### src/hw/rtl/hsse_pkg.sv
package hsse_pkg;

  localparam int unsigned ValW    = 48;
  localparam int unsigned ResW    = 32;
  localparam int unsigned PosW    = 16;
  localparam int unsigned CfgDW   = 32;
  localparam int unsigned CfgIdxW = 2;

  localparam logic [CfgIdxW-1:0] RegSdrSize    = 2'd0;
  localparam logic [CfgIdxW-1:0] RegActiveBits = 2'd1;
  localparam logic [CfgIdxW-1:0] RegResolution = 2'd2;
  localparam logic [CfgIdxW-1:0] RegHashSeed   = 2'd3;

  localparam logic [31:0] MurC1   = 32'hcc9e2d51;
  localparam logic [31:0] MurC2   = 32'h1b873593;
  localparam logic [31:0] MurAdd  = 32'he6546b64;
  localparam logic [31:0] MurLen  = 32'd4;
  localparam logic [31:0] MurFin1 = 32'h85ebca6b;
  localparam logic [31:0] MurFin2 = 32'hc2b2ae35;

  typedef struct packed {
    logic [31:0] index;
    logic        missing;
  } div_res_t;

  typedef struct packed {
    logic        valid;
    logic [31:0] key;
    logic        last;
    logic        empty;
  } hash_req_t;

endpackage

### src/hw/rtl/hsse_hash.sv
module hsse_hash #(
  parameter int unsigned MAX_SDR_SIZE = 65536
) (
  input  logic                                clk_i,
  input  logic                                rst_ni,
  input  logic                                en_i,
  input  hsse_pkg::hash_req_t                 req_i,
  input  logic [31:0]                         seed_i,
  input  logic [$clog2(MAX_SDR_SIZE):0]       size_i,
  output logic                                vld_o,
  output logic [hsse_pkg::PosW-1:0]           pos_o,
  output logic                                last_o,
  output logic                                empty_o
);
  import hsse_pkg::*;

  localparam int unsigned SzW     = $clog2(MAX_SDR_SIZE) + 1;
  localparam int unsigned HashSt  = 6;
  localparam int unsigned ModBits = 4;
  localparam int unsigned ModSt   = 32 / ModBits;
  localparam int unsigned NumSt   = HashSt + ModSt;

  logic [NumSt-1:0] vld_q, lst_q, emp_q;
  logic [31:0]      h_q [NumSt-1];
  logic [31:0]      h_d [HashSt];
  logic [SzW-1:0]   rem_q [ModSt];
  logic [SzW-1:0]   rem_d [ModSt];
  logic [31:0]      x;

  // Murmur word mix and finalizer, at most one multiply per stage.
  always_comb begin
    h_d[0] = req_i.key * MurC1;
    h_d[1] = {h_q[0][16:0], h_q[0][31:17]} * MurC2;
    x      = seed_i ^ h_q[1];
    x      = {x[18:0], x[31:19]};
    x      = (x << 2) + x + MurAdd;
    x      = x ^ MurLen;
    h_d[2] = x ^ (x >> 16);
    h_d[3] = h_q[2] * MurFin1;
    h_d[4] = (h_q[3] ^ (h_q[3] >> 13)) * MurFin2;
    h_d[5] = h_q[4] ^ (h_q[4] >> 16);
  end

  // Remainder by restoring steps, four hash bits per stage, MSB first.
  for (genvar j = 0; j < ModSt; j++) begin : g_mod
    logic [SzW:0]   t;
    logic [SzW-1:0] r;
    always_comb begin
      r = (j == 0) ? '0 : rem_q[(j == 0) ? 0 : j-1];
      t = '0;
      for (int b = 0; b < ModBits; b++) begin
        t = {r, h_q[HashSt+j-1][31 - j*ModBits - b]};
        r = (t >= {1'b0, size_i}) ? SzW'(t - {1'b0, size_i}) : t[SzW-1:0];
      end
      rem_d[j] = r;
    end
  end

  always_ff @(posedge clk_i or negedge rst_ni) begin
    if (!rst_ni) begin
      vld_q <= '0;
    end else if (en_i) begin
      vld_q <= {vld_q[NumSt-2:0], req_i.valid};
    end
  end

  always_ff @(posedge clk_i) begin
    if (en_i) begin
      lst_q <= {lst_q[NumSt-2:0], req_i.last};
      emp_q <= {emp_q[NumSt-2:0], req_i.empty};
      for (int s = 0; s < HashSt; s++) begin
        h_q[s] <= h_d[s];
      end
      for (int s = HashSt; s < NumSt - 1; s++) begin
        h_q[s] <= h_q[s-1];
      end
      for (int s = 0; s < ModSt; s++) begin
        rem_q[s] <= rem_d[s];
      end
    end
  end

  logic [31:0] rem_ext;
  assign rem_ext = 32'(rem_q[ModSt-1]);

  assign vld_o   = vld_q[NumSt-1];
  assign pos_o   = rem_ext[PosW-1:0];
  assign last_o  = lst_q[NumSt-1];
  assign empty_o = emp_q[NumSt-1];

endmodule

### config.mk
export PLATFORM = sky130hd
export DESIGN_NAME = hsse_hash
export DESIGN_NICKNAME = d
export VERILOG_FILES = /design/src/hw/rtl/hsse_pkg.sv /design/src/hw/rtl/hsse_hash.sv
export SDC_FILE = /design/constraint.sdc
export NUM_CORES = 2
export LEC_CHECK = 0
export BUFFER_PORTS_ARGS = -buffer_cell sky130_fd_sc_hd__buf_4
export CAP_MARGIN = 20
export CORE_UTILIZATION = 53
export CTS_CLUSTER_SIZE = 28
export DETAILED_ROUTE_END_ITERATION = 8
export PLACE_DENSITY = 0.68
export SLEW_MARGIN = 10
export SYNTH_ARGS = -nofsm -noshare
export SYNTH_HDL_FRONTEND = slang
export SYNTH_SLANG_ARGS = --single-unit
### constraint.sdc
create_clock -name clk_i -period 21.1 [get_ports clk_i]
set_clock_uncertainty 0.05 [all_clocks]
set_input_delay 3.165 -clock clk_i [delete_from_list [all_inputs] [get_ports clk_i]]
set_output_delay 3.165 -clock clk_i [all_outputs]
set_load 0.02 [all_outputs]
* Word level (Yosys, flattened, before mapping)
Memory sizes are Yosys's and may differ from the RTL's. Cells that the tools add are included.
Storage, ports and cells: memories 2, register bits after elaboration 42, logic and storage cells 114, bits in writable memories 552, output and inout bits 19, input port bits 87
Cells by class: muxes and demuxes 34, $add $sub $neg 34, multiply operators 4, bitwise logic cells 5, order comparisons 32
Memories:
- h_q | depth 13, width 32, rd ports 13, clocked after Yosys merged registers in 0, wr ports 13, line hsse_hash.sv:24 | logic [31:0] h_q [NumSt-1];
- rem_q | depth 8, width 17, rd ports 8, clocked after Yosys merged registers in 0, wr ports 8, line hsse_hash.sv:26 | logic [SzW-1:0] rem_q [ModSt];
Operators with widths (number):
- 18-bit by 17-bit greater-or-equal comparator with 1-bit output | 31
- 17-bit 2-to-1 mux | 32
- 17-bit subtractor | 31
- 32-bit by 31-bit multiplier with 32-bit output (second input constant) | 2
- 32-bit by 16-bit XOR with 32-bit output | 2
- 32-bit adder | 1
- 32-bit adder (second input constant) | 1
- 32-bit by 29-bit multiplier with 32-bit output (second input constant) | 1
- 32-bit by 32-bit multiplier with 32-bit output (second input constant) | 1
- 32-bit by 19-bit XOR with 32-bit output | 1
- 32-bit XOR | 1
- 1-bit by 17-bit greater-or-equal comparator with 1-bit output | 1
- 1-bit by 17-bit subtractor with 17-bit output | 1
- 1-bit 2-to-1 mux | 2
- 1-bit NOT | 1

* Longest topological paths before layout
An unclocked memory read counts as a cell.
word-level depth 9, mapped depth 50, depth with buffers taken out 47

* Least setup slack after synthesis
No wires, ideal clock.
path kind input to register, start point input port size_i[1], end point memory rem_q[1][24] (netlist name), data pin, setup slack 6767 ps, buffers on the path 6, arrival time 14022 ps, library setup time 260 ps, cell stages on the path 47, path through inv_1 > fa_1 > a211oi_1 > o21ai_0 > a21oi_1 > nand3_1 > nand3_1 > clkbuf_1 > clkbuf_1 > o21ai_0 > ha_1 > and2_1 > a221o_1 > a31oi_1 > nor2b_1 > o31a_1 > o31a_1 > a2111o_1 > (+11 left out) > a221oi_1 > nor3_1 > nor2_2 > buf_6 > a21oi_1 > fa_1 > a21o_1 > a21oi_1 > o21ai_0 > o211a_1 > and4_1 > nor2_1 > a21oi_1 > nor3b_1 > o41ai_1 > nand4b_4 > buf_6 > mux2_4
RTL lines:
- from (decl) | line hsse_hash.sv:9 | input logic [$clog2(MAX_SDR_SIZE):0] size_i,
- to (decl) | line hsse_hash.sv:26

==> impl_metrics.csv <==
group,metric,value,unit
status,status,"complete, no violations",
synthesis,synthXorXnorAreaFrac,7.92,%
global_routing,grt_pass1_vias,61800,
global_routing,grt_pass1_wl,348000,um
critical_path,required,21.48,ns
sta,setup_viol,0,
sta,maxSlewViolCount,0,
floorplanning,start_util,53.5,%
synthesis,syn_area,80400,sq um
synthesis,ys_top_cells_by_count,"1502 x inv_1, 1346 x ha_1, 767 x fa_1",
sta,hold_viol,0,
critical_path,end_kind,"flip-flop",
synthesis,synth_fa_ha_area_share,40.1,%
routing,drc,0,
synthesis,synth_compound_area_share,13.7,%
final_layout,area_growth,6.57,%
global_routing,grt_max_degree,149,
sta,rsz0062_at_grt,"false",
critical_path,worstSetupPathType,"input port to flip-flop",
clock_tree,cts_buffers,57,
clock_tree,postCtsSetupBuffers,0,
place,dpl.hpwl,182000,um
synthesis,synth_edf_count,467,
hold_path,worstHoldPathType,"flip-flop to flip-flop",
synthesis,ys_seq_area_share,17.9,%
final_layout,final_net_count,10700,
routing,ant_nets,0,
place,io_buffers,105,
final_layout,seq_area,14400,sq um
floorplanning,dieArea,153000,sq um
synthesis,ys_ff_latch,481,
synthesis,synth_cell_types,95,
synthesis,avgSynthCellArea,9.55,sq um
synthesis,syn_nets,10600,
routing,first_pass_iters,6,
hold_path,min_from,"h_q[5][12]$_DFFE_PP_",
global_routing,overflow,0,
synthesis,yosys_most_used_dff,"edfxtp_1",
clock_tree,worstSkewPairLatency,0.70,ns
clock_tree,htree_levels,2,
critical_path,crit_path_start,"size_i[1]",
sta,fin_crit_sh,76.1,%
sta,max-slew-margin-rel,23.8,%
routing,viasPerCell,5.80,
synthesis,yosys_warnings,0,
floorplanning,die_w,391,um
synthesis,synth_top_family_by_area,"adder cells",
floorplanning,fp.dieH,391,um
synthesis,synth_top_area_share,21.0,%
clock_tree,cts_resized,0,
sta,fin_crit,16.06,ns
clock_tree,postCtsHoldBufs,0,
final_layout,multi_input_area,59900,sq um
synthesis,synth_cells,8410,
sta,setup-tns-final,0,ns
routing,wl_per_cell,20.9,um
floorplanning,ios,106,
clock_tree,clk_path_buf_depth,3,
final_layout,num-fill-cells,13300,
place,gp_congestion,0.967,
critical_path,cp_data_arrival_time,16.44,ns
global_routing,track_usage,29.3,%
routing,vias,61500,
flow_run,cap_violations,0,
clock_tree,cts_root_buf,"clkbuf_16",
synthesis,yosys-mux-area-fraction,3.31,%
synthesis,yosys.area_share.simple,9.44,%
global_routing,antenna_found_initial,7,
critical_path,slowest_delay,0.77,ns
sta,timing.fmax,62.3,MHz
synthesis,yosysTopAreaCell,"ha_1",
synthesis,async_reset_ff_share,2.91,%
critical_path,reg2reg_from,"h_q[7][23]$_DFFE_PP_",
clock_tree,tritoncts,"built",
critical_path,worst_path_most_repeated_cell,"a21oi_1",
synthesis,netlist_top_cells_area,"ha_1 21%, fa_1 19%, edfxtp_1 17%",
critical_path,path_max_fanout,28,
floorplanning,rows,142,
routing,drtIter0Drc,4941,
routing,drt-total-wl,222000,um
sta,tightest_slew,1.13,ns
floorplanning,coreArea,150000,sq um
clock_tree,clkTransAtPathRegs,0.06,ns
critical_path,cp_slowest_cell,"o21ai_2",
critical_path,start_kind,"input port",
synthesis,synth_most_common_cell,"inv_1",
clock_tree,clock-sinks,481,
final_layout,layout-drive-gt1-share,6.06,%
[worst max-delay path: cells and delay by family]
family	cells	cell delay [ns]
compound gates	27	7.45
buf+inv	6	1.77
simple gates	6	1.76
mux	1	0.35
fa+ha+maj	4	1.86
[placed cells by master (no fill, tap or decap), types with 17 or more instances in the layout]
master and n:
o21ai_0 347, clkbuf_16 57, o221ai_1 31, or2_2 20, a211o_1 21, fa_1 767
o21bai_1 68, mux2_2 151, xor2_1 243, nor3_1 131, a31oi_1 45, nor2_1 437
ha_1 1346, and2_1 34, o21a_1 92, a21boi_0 26, a21o_1 193, edfxtp_1 467
buf_4 163, inv_2 17, nand2_1 399, or3_1 47, nand3_1 104, nand4_1 94
nor2b_1 89, a221o_1 40, a21oi_1 470, o31a_1 18, and3_1 45, inv_1 1486
nor4_1 31, xnor2_1 484, mux2i_1 62, o211ai_1 52, o31ai_1 40, a211oi_1 47
nand2b_1 68
[stage by stage]
stage               instances  worst slack, ns  cell area [sq um]  utilization (%)  hold slack, ns
floorplan                8410             6.77              80400                -           0.350
global placement        10500             4.59              83600             55.7           0.351
detailed placement      10500             4.47              83700             55.7           0.355
CTS                     10600             5.20              85600             57.0           0.359
global route            10600             3.93              85600             57.0           0.368
finish                  10600             5.04              85600             57.0           0.359
[flip-flops by register name, summed over array words and instances (netlist names)]
signal / cells
emp_q: 14
h_q: 304
lst_q: 14
rem_q: 135
vld_q: 14
[layer usage]
layer	global-route usage, %	vias to the layer above	share of wire, %	wire (um)
li1	-	29300	-	-
met1	41.3	30000	45	101000
met2	46.9	1926	45	100000
met3	4.03	337	6.5	14400
met4	7.43	4	2.7	6090
met5	0.606	-	0.015	33
[area by class of cell]
type                       count  area share (%)
multi-input combinational   6321            69.9
sequential                   481            16.8
inverter                    1503            6.59
tap                         2016            2.95
clock buffer                  58            1.67
timing repair buffer         165            1.47
clock inverter                48           0.608
antenna                        7          0.0205
[final timing paths]
kind / endpoint / slack [ns] / cells after the start
setup / recovery: rem_q[0][44]$_DFFE_PP_ / 5.04 / 44
hold / removal: h_q[6][12]$_DFFE_PP_ / 0.36 / 0
setup reg to reg: rem_q[0][44]$_DFFE_PP_ / 7.83 / 45
hold reg to reg: h_q[6][12]$_DFFE_PP_ / 0.36 / 0
max in group asynchronous: vld_q[9]$_DFFE_PN0P_ / 18.58 / 1
min in group asynchronous: vld_q[13]$_DFFE_PN0P_ / 2.26 / 1
[kinds of logic (layout without fill, tap and decap cells)]
family | after synthesis | in the layout
fa+ha+maj | 2113 | 2113
compound gates | 1673 | 1673
buf+inv | 1608 | 1774
simple gates | 1570 | 1570
xor+xnor | 727 | 727
flops | 481 | 481
mux | 238 | 238
other cells | 0 | 7
Power is left out: the tool's default activity adds up to more than one toggle a clock period on the data nets, which glitch-free logic cannot reach.
