$ cat src/hw/rtl/hsse_pkg.sv
package hsse_pkg;

  localparam int unsigned ValW    = 48;
  localparam int unsigned ResW    = 32;
  localparam int unsigned PosW    = 16;
  localparam int unsigned CfgDW   = 32;
  localparam int unsigned CfgIdxW = 2;

  localparam logic [CfgIdxW-1:0] RegSdrSize    = 2'd0;
  localparam logic [CfgIdxW-1:0] RegActiveBits = 2'd1;
  localparam logic [CfgIdxW-1:0] RegResolution = 2'd2;
  localparam logic [CfgIdxW-1:0] RegHashSeed   = 2'd3;

  localparam logic [31:0] MurC1   = 32'hcc9e2d51;
  localparam logic [31:0] MurC2   = 32'h1b873593;
  localparam logic [31:0] MurAdd  = 32'he6546b64;
  localparam logic [31:0] MurLen  = 32'd4;
  localparam logic [31:0] MurFin1 = 32'h85ebca6b;
  localparam logic [31:0] MurFin2 = 32'hc2b2ae35;

  typedef struct packed {
    logic [31:0] index;
    logic        missing;
  } div_res_t;

  typedef struct packed {
    logic        valid;
    logic [31:0] key;
    logic        last;
    logic        empty;
  } hash_req_t;

endpackage

$ cat src/hw/rtl/hsse_in_if.sv
interface hsse_in_if;
  logic                       valid;
  logic                       ready;
  logic [hsse_pkg::ValW-1:0]  value_q16;
  logic                       missing;

  modport source (output valid, output value_q16, output missing, input ready);
  modport sink (input valid, input value_q16, input missing, output ready);
endinterface

$ cat src/hw/rtl/hsse_div.sv
module hsse_div (
  input  logic                     clk_i,
  input  logic                     rst_ni,
  hsse_in_if.sink                  in_i,
  input  logic [hsse_pkg::ResW-1:0] resolution_i,
  output logic                     res_valid_o,
  output hsse_pkg::div_res_t       res_o,
  input  logic                     res_ready_i
);
  import hsse_pkg::*;

  // Two quotient bits are retired per cycle.
  localparam int unsigned Steps = ValW / 2;
  localparam int unsigned CntW  = $clog2(Steps);

  localparam logic [1:0] StIdle = 2'd0;
  localparam logic [1:0] StBusy = 2'd1;
  localparam logic [1:0] StDone = 2'd2;

  logic [1:0]      st_q;
  logic [CntW-1:0] cnt_q;
  logic [ValW-1:0] num_q;
  logic [ResW-1:0] rem_q, quo_q;
  logic            miss_q;
  logic            accept;

  logic [ResW:0]   t0, t1;
  logic [ResW-1:0] r0, r1;
  logic            b0, b1;

  assign in_i.ready = (st_q == StIdle) || ((st_q == StDone) && res_ready_i);
  assign accept     = in_i.valid && in_i.ready;

  always_comb begin
    t0 = {rem_q, num_q[ValW-1]};
    b0 = t0 >= {1'b0, resolution_i};
    r0 = b0 ? ResW'(t0 - {1'b0, resolution_i}) : t0[ResW-1:0];
    t1 = {r0, num_q[ValW-2]};
    b1 = t1 >= {1'b0, resolution_i};
    r1 = b1 ? ResW'(t1 - {1'b0, resolution_i}) : t1[ResW-1:0];
  end

  always_ff @(posedge clk_i or negedge rst_ni) begin
    if (!rst_ni) begin
      st_q  <= StIdle;
      cnt_q <= '0;
    end else begin
      case (st_q)
        StBusy: begin
          cnt_q <= cnt_q + CntW'(1);
          if (cnt_q == CntW'(Steps - 1)) begin
            st_q <= StDone;
          end
        end
        StDone: begin
          if (res_ready_i && !accept) begin
            st_q <= StIdle;
          end
        end
        default: ;
      endcase
      if (accept) begin
        st_q  <= in_i.missing ? StDone : StBusy;
        cnt_q <= '0;
      end
    end
  end

  always_ff @(posedge clk_i) begin
    if (accept) begin
      num_q  <= in_i.value_q16;
      rem_q  <= '0;
      quo_q  <= '0;
      miss_q <= in_i.missing;
    end else if (st_q == StBusy) begin
      num_q <= {num_q[ValW-3:0], 2'b00};
      rem_q <= r1;
      quo_q <= {quo_q[ResW-3:0], b0, b1};
    end
  end

  assign res_valid_o   = (st_q == StDone);
  assign res_o.index   = quo_q;
  assign res_o.missing = miss_q;

endmodule

$ cat src/flat_wrapper.sv
// flat-port wrapper written by rule: the top's interface ports become plain ports
module hsse_div_flat import hsse_pkg::*;
  (clk_i, rst_ni, resolution_i, res_valid_o, res_o, res_ready_i, in_i_valid, in_i_value_q16, in_i_missing, in_i_ready);
  hsse_in_if in_i_i ();
  input  logic clk_i;
  input  logic rst_ni;
  input  logic [hsse_pkg::ResW-1:0] resolution_i;
  output logic res_valid_o;
  output hsse_pkg::div_res_t res_o;
  input  logic res_ready_i;
  input wire logic [$bits(in_i_i.valid)-1:0] in_i_valid;
  input wire logic [$bits(in_i_i.value_q16)-1:0] in_i_value_q16;
  input wire logic [$bits(in_i_i.missing)-1:0] in_i_missing;
  output wire logic [$bits(in_i_i.ready)-1:0] in_i_ready;
  assign in_i_i.valid = in_i_valid;
  assign in_i_i.value_q16 = in_i_value_q16;
  assign in_i_i.missing = in_i_missing;
  assign in_i_ready = in_i_i.ready;
  hsse_div u_core (.clk_i(clk_i), .rst_ni(rst_ni), .in_i(in_i_i), .resolution_i(resolution_i), .res_valid_o(res_valid_o), .res_o(res_o), .res_ready_i(res_ready_i));
endmodule
$ cat config.mk
export PLATFORM = sky130hd
export DESIGN_NAME = hsse_div_flat
export DESIGN_NICKNAME = d
export VERILOG_FILES = /design/src/hw/rtl/hsse_pkg.sv /design/src/hw/rtl/hsse_in_if.sv /design/src/hw/rtl/hsse_div.sv /design/src/flat_wrapper.sv
export SDC_FILE = /design/constraint.sdc
export NUM_CORES = 1
export LEC_CHECK = 0
export CORE_MARGIN = 2
export CORE_UTILIZATION = 30
export CTS_CLUSTER_SIZE = 16
export DETAILED_ROUTE_END_ITERATION = 12
export DONT_BUFFER_PORTS = 1
export PLACE_DENSITY = 0.45
export SLEW_MARGIN = 15
export SYNTH_ARGS = -nofsm -noshare
export SYNTH_HDL_FRONTEND = slang
export SYNTH_SLANG_ARGS = --single-unit
$ cat constraint.sdc
create_clock -name clk_i -period 9.02 [get_ports clk_i]
set_clock_uncertainty 0.1 [all_clocks]
set_input_delay 0.902 -clock clk_i [delete_from_list [all_inputs] [get_ports clk_i]]
set_output_delay 0.902 -clock clk_i [all_outputs]
set_load 0.01 [all_outputs]
# Word level (Yosys, flattened, before mapping)
# Index checks and enable logic that the tools add are counted.
# totals
elab_cells	36
input_bits	85
output_inout_bits	35
ff_bits	120
# classes
order_cmp	2
addsub	3
eq_ne	5
mux	11
n_reduce_logical	9
# ops
operator	n
two-way mux 48 bit	2
greater-or-equal comparator 33 x 32 -> 1 bit	2
two-way mux 32 bit	2
subtractor 32 bit	2
two-way mux 5 bit	2
two-way mux 2 bit	4
!= test 3 x 1 -> 1 bit, second input constant	2
adder 5 x 1 -> 5 bit, second input constant	1
== test 5 bit, second input constant	1
one-hot mux 2 bit (2 select lines)	1
logical AND 1 bit	3
AND reduction 3 bit	1
nonzero test 3 bit	1
== test 2 x 1 -> 1 bit, second input constant	1
== test 2 bit, second input constant	1
zero test 2 bit	1
nonzero test 2 bit	1
zero test 1 bit	1
logical OR 1 bit	1

# Longest topological paths before layout
# logic_depth
depth_word	9
mapped_depth	28

# Worst setup path after synthesis
# Ideal clock, no wire load.
# synth_timing
path_type	input -> register
start	input port resolution_i[8] (netlist bit)
end	register u_core.rem_q[30]
path_buffers	5
path_stages	26
path_slack_ns	2.853
arrival_time_ns	5.935
path_cell_list	inv_1 -> ha_1 -> a21oi_1 -> o21ai_0 -> a211o_1 -> o21ai_0 -> nand2_1 -> a21oi_1 -> clkbuf_1 -> buf_1 -> nand2_1 -> o21ai_0 -> ha_1 -> a21o_1 -> a21o_1 -> a2111oi_2 -> o32ai_1 -> o21ai_2 -> a311oi_1 -> a2111o_1 -> or3_1 -> clkbuf_1 -> buf_6 -> buf_6 -> mux2i_1 -> a21oi_1
# synth_between
elab_chain_cells	4
elab_cells_between_ends	6
classes_between	add/sub (2); order compare (2); mux (2)
# synth_lines
element	line	rtl
start: declaration	flat_wrapper.sv:7	input logic [hsse_pkg::ResW-1:0] resolution_i;
subtractor 32 bit or greater-or-equal comparator 33 x 32 -> 1 bit (tied branches)	hsse_div.sv:37, hsse_div.sv:36	
two-way mux 32 bit	hsse_div.sv:37	r0 = b0 ? ResW'(t0 - {1'b0, resolution_i}) : t0[ResW-1:0];
subtractor 32 bit or greater-or-equal comparator 33 x 32 -> 1 bit (tied branches)	hsse_div.sv:40, hsse_div.sv:39	
two-way mux 32 bit *	hsse_div.sv:40	r1 = b1 ? ResW'(t1 - {1'b0, resolution_i}) : t1[ResW-1:0];
end signal: assignment	hsse_div.sv:77	rem_q <= r1;
end: declaration	hsse_div.sv:23	logic [ResW-1:0] rem_q, quo_q;
# Every way passes the cells marked *; elsewhere a longest branch is shown, timed or not.
# A chain may end at the register's enable or synchronous reset.

# Final worst setup path
# layout_timing
start	input port resolution_i[8] (netlist bit)
end	register u_core.rem_q[15]
# Same word-level chain as after synthesis.

==> summary.txt <==
Status
  • Status: finished, final reports clean

STA
  • Fin. Hold Viols: 0
  • Slew headroom: between 30% and 40%
  • Fmax: approximately 140 MHz
  • Crit path setup slack, layout: approximately 1900 ps
  • Setup TNS: 0 ps
  • RSZ-0062 raised after global routing: no
  • Worst slew pin tran: ~1000 ps
  • Fin. max-slew vios: 0
  • Worst hold slack: just under 70 ps
  • Final Cycle Share: between 70% and 80%
  • Fin crit period: ~7000 ps
  • Final setup vio count: 0

Pwr
  • Psw: about 1.7 mW
  • Pwr dens: 382 nW/um^2
  • Sw frac: ~45%
  • P_int: 2.03 mW
  • Gate power share: 57.1%
  • Worst VDD drop: 221 uV
  • Seq pwr share: 23.5%
  • Clock share of power: 19.4%
  • Leakage: 4.18 nW

Global routing
  • First-pass GRT wire length: approximately 40 mm
  • Number of global-route vias before repair: around 7,300
  • Grt total ovfl: 0
  • Largest net degree at the start of global routing: 85
  • GRT Overall Usage: around 16%
  • Initial antenna violation count: 0

Placement
  • Dpl cell area: 9040 um^2
  • Post-DP HPWL: 17.9 mm
  • Port buffer count: 0
  • Post-Place Worst Slack: around 1500 ps
  • GPL Wtd Cong: 0.837

Synth
  • Ys async rst share: between 5 and 6%
  • Post-Syn Instances: ~1,100
  • Most used flip-flop cell after synthesis: dfxtp_1
  • Most frequent cells after synthesis: nand2_1, o21ai_0, nor2_1, a21oi_1, ha_1
  • Yosys top cell by area: edfxtp_1
  • Netlist Area Pre-Place: 8690 um^2
  • Top post-synthesis cells by area: edfxtp_1, dfxtp_1, ha_1
  • Post-synth EDFFs: between 40 and 50
  • Mapped Avg Cell Area: roughly 8 um^2
  • Synth warn: 0
  • Syn_nets: roughly 1,200
  • Sequential fraction of the synthesis area: 33.7%
  • Synth cell types: 64
  • FF+latch count, synth: 120
  • Most common cell in the synthesized netlist: nand2_1
  • Top cell type's share of synthesized area: ~17%

Worst setup path
  • Worst Path Required: just over 9000 ps
  • CP startpoint kind: input pin
  • Worst reg-to-reg setup slack: ~2100 ps
  • Critical path endpoint category: flip-flop
  • Arr. time, crit path: approximately 7400 ps
  • Crit Path Class: in -> reg
  • Largest fanout on the critical path: 29

Final layout
  • Nets: ~1,200
  • Fraction of layout cells with a size suffix above 1: 5.12%
  • Cell area after layout: a little under 10,000 um^2
  • Syn-to-layout area delta: 11.1%
  • Inserted Diodes: 0

Route
  • Via-per-instance ratio: around 5
  • Remaining DRCs: 0
  • Via count: ~7,400
  • Final ANT Viol Nets: 0
  • Wire length per cell: 16.9 um
  • Wirelength, routed: between 20 and 25 mm
  • TritonRoute pass-1 iters: 5
  • Drt initial violations: between 400 and 500

Floorplan
  • Die Y: about 170 um
  • Total die area: 30,300 um^2
  • Initial Utilization: 30.3%
  • Die width: 174 um
  • Ports: 120
  • # rows: just over 60
  • Placeable Area: roughly 29,000 um^2

Clock network
  • TritonCTS clock tree: done
  • Htree depth: 4
  • CTS Buffer Depth: 2
  • Clock Pin Slew Worst Setup and Hold Paths: around 70 ps
  • CTS buffer count: 17
  • Worst-Skew Late Latency: between 400 and 500 ps
  • Post CTS Setup Buffer Count: 0
  • Clock root buffer: clkbuf_16
  • Clk sinks: 120
  • Post-cts sizing count: 0
  • Hold_buf cts: 0

Worst hold path
  • HP Class: in -> async

Job
  • MaxCap Viol Count: 0
[critical path, cell delays in order]
cell and delay, ps:
inv_1 50, ha_1 360, a21oi_1 140, o21ai_0 180, a211o_1 320, o21ai_0 310, nand2_1 330, a21oi_4 690
buf_4 320, nand2_1 70, o21ai_0 130, ha_1 370, a21oi_1 140, o21ai_1 130, a2111oi_1 460, a211oi_1 240
o21ai_2 250, a311oi_1 150, a2111o_1 410, or3_2 940, o31ai_1 360, a211oi_1 80
[layout by cell type (no fill, tap or decap), types with 4 or more instances in the layout]
cell type and count:
a21oi_1 85, o211ai_1 6, mux2i_1 54, nand2_1 214, o31ai_1 5, ha_1 67, dfrtp_1 7, a21o_1 23
or3_1 5, nand3_1 17, dfxtp_1 64, and3_1 7, and4_1 5, inv_1 53, edfxtp_1 49, nor3_1 10
nand4_1 11, and2_1 4, o21a_1 5, nor2_1 92, xnor2_1 29, a31oi_1 12, o21bai_1 6, inv_6 5
clkbuf_16 20, nand2b_1 12, xor2_1 26, nor2b_1 7, o21ai_0 93, buf_4 8, a211oi_1 14
[logic make-up (layout without fill, tap and decap cells)]
kind of cell	count (synthesis)	after routing	share of synthesized area [%]
simple gates	399	399	19.7
compound gates	279	279	19.3
flops	120	120	33.7
buf+inv	105	94	4.87
fa+ha+maj	70	70	10.3
mux	57	57	6.61
xor+xnor	55	55	5.55
[per-layer routing]
layer	share of wire (%)	track usage, %	vias to the layer above
met3	5.3	4.68	19
li1	-	-	3762
met1	48	21.2	3482
met4	1.1	3.99	0
met2	46	27.0	137
met5	0	0	-
[state kept, by name, indices dropped and copies added, names as in the netlist]
| register | count |
|---|---|
| u_core.miss_q | 1 |
| u_core.rem_q | 32 |
| u_core.cnt_q | 5 |
| u_core.quo_q | 32 |
| u_core.num_q | 48 |
| u_core.st_q | 2 |
[final timing paths]
| path | from | depth (start not counted) | end |
|---|---|---|---|
| setup / recovery | resolution_i[8] | 22 | u_core.rem_q[15] |
| hold / removal | rst_ni | 0 | u_core.st_q[1] |
| setup reg to reg | u_core.rem_q[7] | 21 | u_core.rem_q[15] |
| hold reg to reg | u_core.num_q[16] | 2 | u_core.num_q[18] |
| max in group asynchronous | rst_ni | 0 | u_core.cnt_q[0] |
| min in group clk_i | u_core.num_q[16] | 2 | u_core.num_q[18] |
[final cells by class]
| class | count | area, um^2 |
|---|---|---|
| flip-flops and latches | 120 | 2930 |
| fillers | 3043 | 19000 |
| repair buffers | 8 | 60.1 |
| multi-input cells | 860 | 5370 |
| clock inverters | 11 | 101 |
| clock buffers | 21 | 504 |
| inverters | 54 | 203 |
| well taps | 384 | 480 |
[power groups by stage]
stage               sequential, mW  clock (mW)  combinational (mW)
floorplan                    0.849           0                1.65
detailed placement           0.875           0                2.12
CTS                          0.866       0.734                2.13
global route                 0.884       0.756                2.37
global placement             0.873           0                2.12
finish                       0.865       0.716                2.10
[through the flow]
| step | utilization (%) | power (mW) | cells |
|---|---|---|---|
| final | 33.7 | 3.68 | 1458 |
| after global routing | 33.7 | 4.01 | 1458 |
| after CTS | 33.7 | 3.73 | 1458 |
| after detailed placement | 31.6 | 2.99 | 1426 |
| after global placement | 31.6 | 3.00 | 1426 |
| after floorplan | - | 2.50 | 1085 |
No activity file was read; power rests on OpenSTA's default activity.
