===== src/hw/rtl/hsse_pkg.sv =====
package hsse_pkg;

  localparam int unsigned ValW    = 48;
  localparam int unsigned ResW    = 32;
  localparam int unsigned PosW    = 16;
  localparam int unsigned CfgDW   = 32;
  localparam int unsigned CfgIdxW = 2;

  localparam logic [CfgIdxW-1:0] RegSdrSize    = 2'd0;
  localparam logic [CfgIdxW-1:0] RegActiveBits = 2'd1;
  localparam logic [CfgIdxW-1:0] RegResolution = 2'd2;
  localparam logic [CfgIdxW-1:0] RegHashSeed   = 2'd3;

  localparam logic [31:0] MurC1   = 32'hcc9e2d51;
  localparam logic [31:0] MurC2   = 32'h1b873593;
  localparam logic [31:0] MurAdd  = 32'he6546b64;
  localparam logic [31:0] MurLen  = 32'd4;
  localparam logic [31:0] MurFin1 = 32'h85ebca6b;
  localparam logic [31:0] MurFin2 = 32'hc2b2ae35;

  typedef struct packed {
    logic [31:0] index;
    logic        missing;
  } div_res_t;

  typedef struct packed {
    logic        valid;
    logic [31:0] key;
    logic        last;
    logic        empty;
  } hash_req_t;

endpackage


===== src/hw/rtl/hsse_seq.sv =====
module hsse_seq #(
  parameter int unsigned MAX_ACTIVE = 64
) (
  input  logic                               clk_i,
  input  logic                               rst_ni,
  input  logic                               res_valid_i,
  input  hsse_pkg::div_res_t                 res_i,
  output logic                               res_ready_o,
  input  logic [$clog2(MAX_ACTIVE+1)-1:0]    count_i,
  input  logic                               en_i,
  output hsse_pkg::hash_req_t                req_o
);
  import hsse_pkg::*;

  localparam int unsigned CW = $clog2(MAX_ACTIVE + 1);

  logic          act_q, miss_q;
  logic [31:0]   idx_q;
  logic [CW-1:0] off_q;
  logic          is_last, take;

  assign is_last     = miss_q || (off_q == (count_i - CW'(1)));
  assign take        = !act_q || (en_i && is_last);
  assign res_ready_o = take;

  always_ff @(posedge clk_i or negedge rst_ni) begin
    if (!rst_ni) begin
      act_q <= 1'b0;
      off_q <= '0;
    end else if (take) begin
      act_q <= res_valid_i;
      off_q <= '0;
    end else if (en_i) begin
      off_q <= off_q + CW'(1);
    end
  end

  always_ff @(posedge clk_i) begin
    if (take && res_valid_i) begin
      idx_q  <= res_i.index;
      miss_q <= res_i.missing;
    end
  end

  assign req_o.valid = act_q;
  assign req_o.key   = idx_q + 32'(off_q);
  assign req_o.last  = is_last;
  assign req_o.empty = miss_q;

endmodule


===== config.mk =====
export PLATFORM = sky130hd
export DESIGN_NAME = hsse_seq
export DESIGN_NICKNAME = d
export VERILOG_FILES = /design/src/hw/rtl/hsse_pkg.sv /design/src/hw/rtl/hsse_seq.sv
export SDC_FILE = /design/constraint.sdc
export NUM_CORES = 1
export LEC_CHECK = 0
export ABC_CLOCK_PERIOD_IN_PS = 3550
export BUFFER_PORTS_ARGS = -buffer_cell sky130_fd_sc_hd__buf_2
export CORE_UTILIZATION = 40
export CTS_CLUSTER_DIAMETER = 40
export DETAILED_ROUTE_END_ITERATION = 16
export PLACE_DENSITY_LB_ADDON = 0.15
export RECOVER_POWER = 50
export SYNTH_ARGS = -nofsm -noshare
export SYNTH_HDL_FRONTEND = slang
export SYNTH_SLANG_ARGS = --single-unit
export TNS_END_PERCENT = 1

===== constraint.sdc =====
create_clock -name clk_i -period 3.55 [get_ports clk_i]
set_clock_uncertainty 0.15 [all_clocks]
set_input_delay 0.71 -clock clk_i [delete_from_list [all_inputs] [get_ports clk_i]]
set_output_delay 0.71 -clock clk_i [all_outputs]
set_load 0.05 [all_outputs]

== Word-level counts from Yosys, hierarchy flattened ==
Cells that the tools add are included.
Storage, ports and cells
  bits in latches: 0
  register bits: 41
  bits of input ports: 44
  memory bits (read-only): 0
  output and inout bits: 36
  memories: 0
  RAM bits: 0
  word-level logic and storage cells: 16
Cells by class
  mux-type cells: 2
  shift operators: 0
  reductions and logical operators: 6
  multipliers: 0
  add/sub/neg operators: 3
  bitwise operators: 0
  equality and inequality tests: 1
  div/mod/pow operators: 0
  magnitude comparators: 0
Operators with widths (count)
  $add A32 B7 Y32: 1
  $mux W7: 2
  $add A7 B1 Y7 const B: 1
  $eq A7 B7 Y1: 1
  $sub A7 B1 Y7 const B: 1
  $logic_and A1 B1 Y1: 2
  $logic_or A1 B1 Y1: 2
  $reduce_bool A2 Y1: 1
  $logic_not A1 Y1: 1

== Longest topological paths before layout ==
Gate-level depths: netlist of the first run.
  word-level depth: 6
  depth in mapped cells: 9
  gate-level depth less buffers: 8

== Worst setup path before layout of the first run ==
No wires, ideal clock.
  path type: input to register
  from: input count_i[0]
  to: register idx_q[0], enable pin
  cell stages on the path: 7
  data required time: 2968 ps
  setup time: 432 ps
  setup slack: -575 ps
  arrival time: 3543 ps
  cell sequence: inv_1 > ha_1 > xor2_1 > nand3_1 > a311o_1 > a211o_1 > a21boi_1
On the way
  cells in the longest elaborated chain, start to end: 6
RTL lines
  start: declaration: RTL line hsse_seq.sv:9  | input logic [$clog2(MAX_ACTIVE+1)-1:0] count_i,
  $sub A7 B1 Y7: RTL line hsse_seq.sv:22  | assign is_last = miss_q || (off_q == (count_i - CW'(1)));
  $eq A7 B7 Y1: RTL line hsse_seq.sv:22
  $logic_or A1 B1 Y1: RTL line hsse_seq.sv:22
  $logic_and A1 B1 Y1: RTL line hsse_seq.sv:23  | assign take = !act_q || (en_i && is_last);
  $logic_or A1 B1 Y1: RTL line hsse_seq.sv:23
  $logic_and A1 B1 Y1: RTL line hsse_seq.sv:39  | if (take && res_valid_i) begin
  end signal: assignment: RTL line hsse_seq.sv:40  | idx_q <= res_i.index;
  end: declaration: RTL line hsse_seq.sv:18  | logic [31:0] idx_q;
No other way between the ends.
A chain may end at the register's enable or synchronous reset.

==> flow_summary_export.csv, run 1 <==
group,metric,value,unit
status,status,"finished, final reports clean",
clock_network,hold_buffers,0,
setup_path,rr_worst_depth,7,
synthesis,ys_top_cells_by_count,"33 x edfxtp_1, 31 x xnor2_1, 15 x nand3_1",
route,vias,1875,
clock_network,cts.sinks,41,
clock_network,h-tree-depth,2,
floorplan,fp-row-count,27,
final_layout,final_core_util,53.6,%
synthesis,synthArstFlopShare,19.5,%
floorplan,die_area,6280,µm²
clock_network,post_cts_buffers,0,
timing,setup_viol,0,
power_and_ir_drop,p_sw,376,µW
global_routing,antenna_found_initial,0,
global_routing,first_global_vias,1834,
global_routing,grt_max_degree,23,
final_layout,fillers,526,
setup_path,reg2reg_to,"idx_q[26]$_DFFE_PP_",
setup_path,regToRegSetupSlack,0.61,ns
power_and_ir_drop,leakage,0.00130,µW
synthesis,netlist.area_leader.share,41.6,%
clock_network,cts_root_buffer,"clkbuf_8",
timing,period_share,97.2,%
clock_network,clk_path_buf_depth,2,
synthesis,synth.ff_latch_count,41,
route,drt_iter0_markers,64,
timing,setup_tns,0,ns
timing,tightest_slew,0.662,ns
floorplan,initial_core_util,42.3,%
timing,slew_viol_final,0,
floorplan,coreArea,5640,µm²
floorplan,die_x,79.2,µm
synthesis,synthCells,212,
final_layout,area_delta_synth_final,26.8,%
clock_network,clk_pin_slew,0.08,ns
setup_path,worstSetupPathType,"flip-flop to primary output",
synthesis,synth_ff_type,"edfxtp_1",
synthesis,yosysWarnings,0,
global_routing,grt_overflow,0,
power_and_ir_drop,power.total,1220,µW
synthesis,yosysUniqueCellTypes,38,
setup_path,startpoint_type,"flip-flop",
route,viasPerCell,5.07,
clock_network,clock_latency,0.29,ns
power_and_ir_drop,seqPwrFrac,46.6,%
power_and_ir_drop,p_int,845,µW
route,postRouteAntennaNets,0,
power_and_ir_drop,p_clk_share,30.1,%
clock_network,cts_made_buffers,5,
global_routing,grt_pass1_wl,8000,µm
route,first_pass_iters,4,
place,place.gp.congestion,0.757,
setup_path,cp.arrival,2.59,ns
power_and_ir_drop,pwr-share-comb,23.3,%
timing,fin_crit,3.45,ns
timing,relSlewSlack,55.8,%
place,io_buffers,79,
global_routing,track_usage,16.7,%
final_layout,nNetsFinal,351,
place,post-dp-hpwl,3920,µm
synthesis,yosysTopAreaCell,"edfxtp_1",
power_and_ir_drop,power_density,404,nW/µm²
worst_hold_path,hold_path.class,"primary input to asynchronous set/reset pin",
setup_path,worstReg2RegStart,"off_q[4]$_DFFE_PN0P_",
setup_path,cp_max_fo,7,
final_layout,antenna_cells,0,
timing,fmax,290,MHz
power_and_ir_drop,vdd.ir_drop.worst,184,µV
floorplan,die_h,79.2,µm
route,avgRoutedWirePerCell,13.5,µm
synthesis,synth_seq_area_share,49.9,%
synthesis,synth.top_cells.by_area,"edfxtp_1 42%, xnor2_1 11%, dfrtp_1 8.4%",
route,wirelength,5010,µm
synthesis,synth_edf_count,33,
synthesis,synth_area,2380,µm²
floorplan,io_pins,80,
synthesis,synth_nets,266,
timing,hold_viol_final,0,
setup_path,cp-end-kind,"primary output",
synthesis,synth_most_common_cell,"edfxtp_1",
synthesis,syn_area_per_cell,11.2,µm²
timing,rsz0062_at_grt,"yes",
clock_network,cts_tree,"built",
setup_path,critical_path_required,2.69,ns
final_layout,drive_gt1_share,30.5,%
route,drcViolationCount,0,
power_and_ir_drop,p_sw_share,30.8,%
flow_run,max-cap-violations,0,
## power by group through the flow
stage | Clock, µW | Sequential (µW) | Combinational (µW)
2_1_floorplan | 0 | 579 | 200
3_3_place_gp | 0 | 579 | 284
3_5_place_dp | 0 | 580 | 286
4_1_cts | 380 | 569 | 290
5_1_grt | 397 | 573 | 304
6_report | 367 | 569 | 284
## through the flow
| step | instances | cell area (µm²) | hold slack, ns | setup WS, ns |
|---|---|---|---|---|
| floorplan | 212 | 2390 | 0.264 | 0.0685 |
| global placement | 362 | 2890 | 0.415 | 0.203 |
| finish | 370 | 3020 | 0.177 | 0.0991 |
| detailed placement | 362 | 2890 | 0.416 | 0.169 |
| global route | 370 | 3020 | 0.208 | 0.00335 |
| CTS | 370 | 3020 | 0.0935 | 0.0456 |
## critical path: stages, from the launching register on
cell	delay, ns
dfrtp_1	0.47
ha_1	0.38
a21o_1	0.20
a21oi_1	0.26
o311ai_4	0.18
and2_4	0.20
and4_1	0.21
xor2_1	0.13
buf_2	0.28
## timing repair
| action | 4_1_cts | 5_1_grt |
|---|---|---|
| pin swaps | 0 | 0 |
| resized for setup | 11 | 5 |
| setup endpoints to repair | 11 | 15 |
| gates cloned | 0 | 0 |
## layer usage
metal,global-route usage [%],vias up,wire [µm]
li1,-,947,-
met1,18.7,864,2090
met2,29.3,56,2560
met3,5.06,8,277
met4,6.73,0,78
met5,0,-,0
## registers in the layout (all words and copies together), names as in the netlist
signal,flops
idx_q,32
off_q,7
act_q,1
miss_q,1
## worst max-delay path by stage
stage / endpoint / from / cells after the start
5_1_grt: req_o[25] / off_q[4]$_DFFE_PN0P_ / 8
6_report: req_o[23] / off_q[4]$_DFFE_PN0P_ / 8
4_1_cts: req_o[23] / off_q[5]$_DFFE_PN0P_ / 7
2_1_floorplan: req_o[14] / off_q[0]$_DFFE_PN0P_ / 8
3_5_place_dp: res_ready_o / count_i[0] / 9
3_3_place_gp: res_ready_o / count_i[0] / 9
## kinds of logic after synthesis
group | count (synthesis) | synth area share (%)
simple gates | 73 | 17.2
flops | 41 | 49.9
buf+inv | 14 | 2.83
fa+ha+maj | 10 | 5.56
compound gates | 32 | 9.02
xor+xnor | 42 | 15.4
## area by class of cell
type                            count  area (µm²)  share of cell area, %
Inverter                            6        22.5                  0.745
Sequential cell                    41        1190                   39.4
Clock buffer                        5        68.8                   2.28
Timing Repair Buffer               86         458                   15.1
Clock inverter                      3        41.3                   1.37
Tap cell                           72        90.1                   2.98
Multi-Input combinational cell    157        1150                   38.1
## cells in the final DEF (no fill, tap or decap), drive strengths merged, types with 8 or more instances in the layout
cell	n
buf	78
edfxtp	33
xnor2	31
nand3	15
nand2	13
and3	13
clkbuf	13
xor2	11
ha	9
a21oi	9
dfrtp	8
Power figures use the tool's default switching activity.
==> inputs of run 2 (changes only) <==
REMOVE_ABC_BUFFERS = 1   (was unset)
==> run 2 against run 1 <==
Net effect: total power shrank 5.7%; non-clock buffer count is 2 lower; worst setup slack improved by 0.085 ns; hold slack better by 0.011 ns; register-to-register slack got worse by 0.05 ns; first-iteration DRC count decreased by 9.4%; via count grew 0.75%; utilization shrank 0.44 points; sequential power hardly changed; largest power group unchanged; combinational power decreased by 2%; critical path type unchanged; critical path depth down 1; die area unchanged.
==> flow_summary_export.csv, run 2 (synthesized netlist as in run 1, its figures left out) <==
group,metric,value,unit
status,status,"finished, final reports clean",
final_layout,area_delta_synth_final,25.7,%
power_and_ir_drop,vdd.ir_drop.worst,179,µV
place,io_buffers,79,
route,avgRoutedWirePerCell,14.0,µm
setup_path,critical_path_required,2.69,ns
clock_network,post_cts_resized,11,
floorplan,die_area,6280,µm²
setup_path,cp.arrival,2.51,ns
place,place.gp.congestion,0.780,
timing,period_share,94.8,%
power_and_ir_drop,p_sw,377,µW
clock_network,hold_buffers,0,
clock_network,clk_pin_slew,0.08,ns
clock_network,cts_root_buffer,"clkbuf_8",
power_and_ir_drop,p_sw_share,32.7,%
setup_path,cp_top_family,"simple AND/OR/NAND/NOR gates",
final_layout,final_cell_mix,"61 x buf_2, 33 x edfxtp_1, 31 x xnor2_1",
clock_network,clock_latency,0.29,ns
clock_network,cts_made_buffers,5,
timing,setup_viol,0,
global_routing,antenna_found_initial,0,
global_routing,grt_max_degree,33,
global_routing,grt_overflow,0,
global_routing,grt_pass1_wl,8300,µm
final_layout,antenna_cells,0,
timing,setup_tns,0,ns
floorplan,die_x,79.2,µm
final_layout,regMostFlops,"idx_q",
flow_run,max-cap-violations,0,
final_layout,top_regs,"idx_q x32, off_q x7",
place,post-dp-hpwl,3870,µm
setup_path,cp-end-kind,"primary output",
power_and_ir_drop,p_clk_share,26.2,%
setup_path,slowest_stage,"dfrtp_1",
power_and_ir_drop,leakage,0.00127,µW
setup_path,cp_cell_sequence,"ha_1 > nand2_1 > o311ai_2 > and2_4 > and4_1 > xor2_1 > clkbuf_4",
power_and_ir_drop,power.total,1150,µW
timing,relSlewSlack,59.9,%
power_and_ir_drop,p_int,774,µW
final_layout,mostFrequentLayoutCell,"buf_2",
timing,tightest_slew,0.605,ns
worst_hold_path,hold_path.class,"primary input to asynchronous set/reset pin",
route,vias,1889,
timing,fin_crit,3.37,ns
floorplan,die_h,79.2,µm
clock_network,clk_path_buf_depth,2,
place,dp.cells,360,
clock_network,post_cts_buffers,0,
floorplan,initial_core_util,42.3,%
power_and_ir_drop,pwr-share-comb,24.1,%
place,dpl_cell_area,2890,µm²
final_layout,largest_register_ffs,32,
route,first_pass_iters,4,
timing,hold_viol_final,0,
final_layout,layout.cells.non_filler,368,
final_layout,drive_gt1_share,30.7,%
global_routing,track_usage,17.4,%
setup_path,path_buf_inv,1,
global_routing,first_global_vias,1757,
clock_network,cts_tree,"built",
final_layout,design_area,3000,µm²
final_layout,nNetsFinal,349,
floorplan,coreArea,5640,µm²
setup_path,slowest_delay,0.48,ns
floorplan,io_pins,80,
clock_network,h-tree-depth,2,
timing,slew_viol_final,0,
route,viasPerCell,5.13,
setup_path,worstSetupPathType,"flip-flop to primary output",
route,drt_iter0_markers,58,
route,wirelength,5160,µm
timing,rsz0062_at_grt,"no",
power_and_ir_drop,power_density,384,nW/µm²
setup_path,startpoint_type,"flip-flop",
setup_path,cp_max_fo,7,
final_layout,final_core_util,53.1,%
timing,fmax,297,MHz
floorplan,fp-row-count,27,
route,drcViolationCount,0,
power_and_ir_drop,seqPwrFrac,49.7,%
clock_network,cts.sinks,41,
route,postRouteAntennaNets,0,
==> run 2: per-layer routing <==
metal  global-route usage (%)  share of wire (%)  vias up
met3                     4.14                4.9        8
met4                     6.00                1.6        0
met2                     26.5                 45       52
li1                         -                  -      944
met1                     24.0                 48      885
met5                        0                  0        -
==> run 2: power by group through the flow <==
stage / registers, µW / logic, µW / clock network [µW]
3_3_place_gp: 581 / 277 / 0
5_1_grt: 576 / 300 / 334
4_1_cts: 571 / 282 / 314
2_1_floorplan: 584 / 191 / 0
3_5_place_dp: 582 / 278 / 0
6_report: 572 / 277 / 301
==> run 2: layout make-up <==
type / count / area, µm²
well taps: 72 / 90.1
multi-input cells: 157 / 1140
fillers: 516 / 2640
clock buffers: 6 / 72.6
repair buffers: 84 / 460
inverters: 6 / 22.5
flip-flops and latches: 41 / 1190
clock inverters: 2 / 15.0
==> run 2: through the flow <==
step,worst slack (ns),hold WS [ns]
floorplan,-0.575,0.264
global placement,0.259,0.417
detailed placement,0.228,0.421
CTS,0.0180,0.0953
global route,0.00283,0.210
finish,0.184,0.188
==> run 2: worst register-to-register path: cells and delay by family (launching register included) <==
kind	cells	cell delay, ns
simple gates	1	0.25
xor+xnor	1	0.22
flops	1	0.48
buf+inv	2	0.44
compound gates	4	1.12
==> run 2: final timing paths <==
kind / start / to / slack, ns / cells after the start
min: rst_ni / act_q$_DFFE_PN0P_ / 0.19 / 1
max: off_q[4]$_DFFE_PN0P_ / req_o[23] / 0.18 / 7
min in group clk_i: res_i[8] / idx_q[7]$_DFFE_PP_ / 0.44 / 1
max in group asynchronous: rst_ni / off_q[1]$_DFFE_PN0P_ / 2.70 / 1
min reg2reg: act_q$_DFFE_PN0P_ / off_q[2]$_DFFE_PN0P_ / 0.46 / 2
max reg2reg: off_q[4]$_DFFE_PN0P_ / idx_q[19]$_DFFE_PP_ / 0.56 / 8
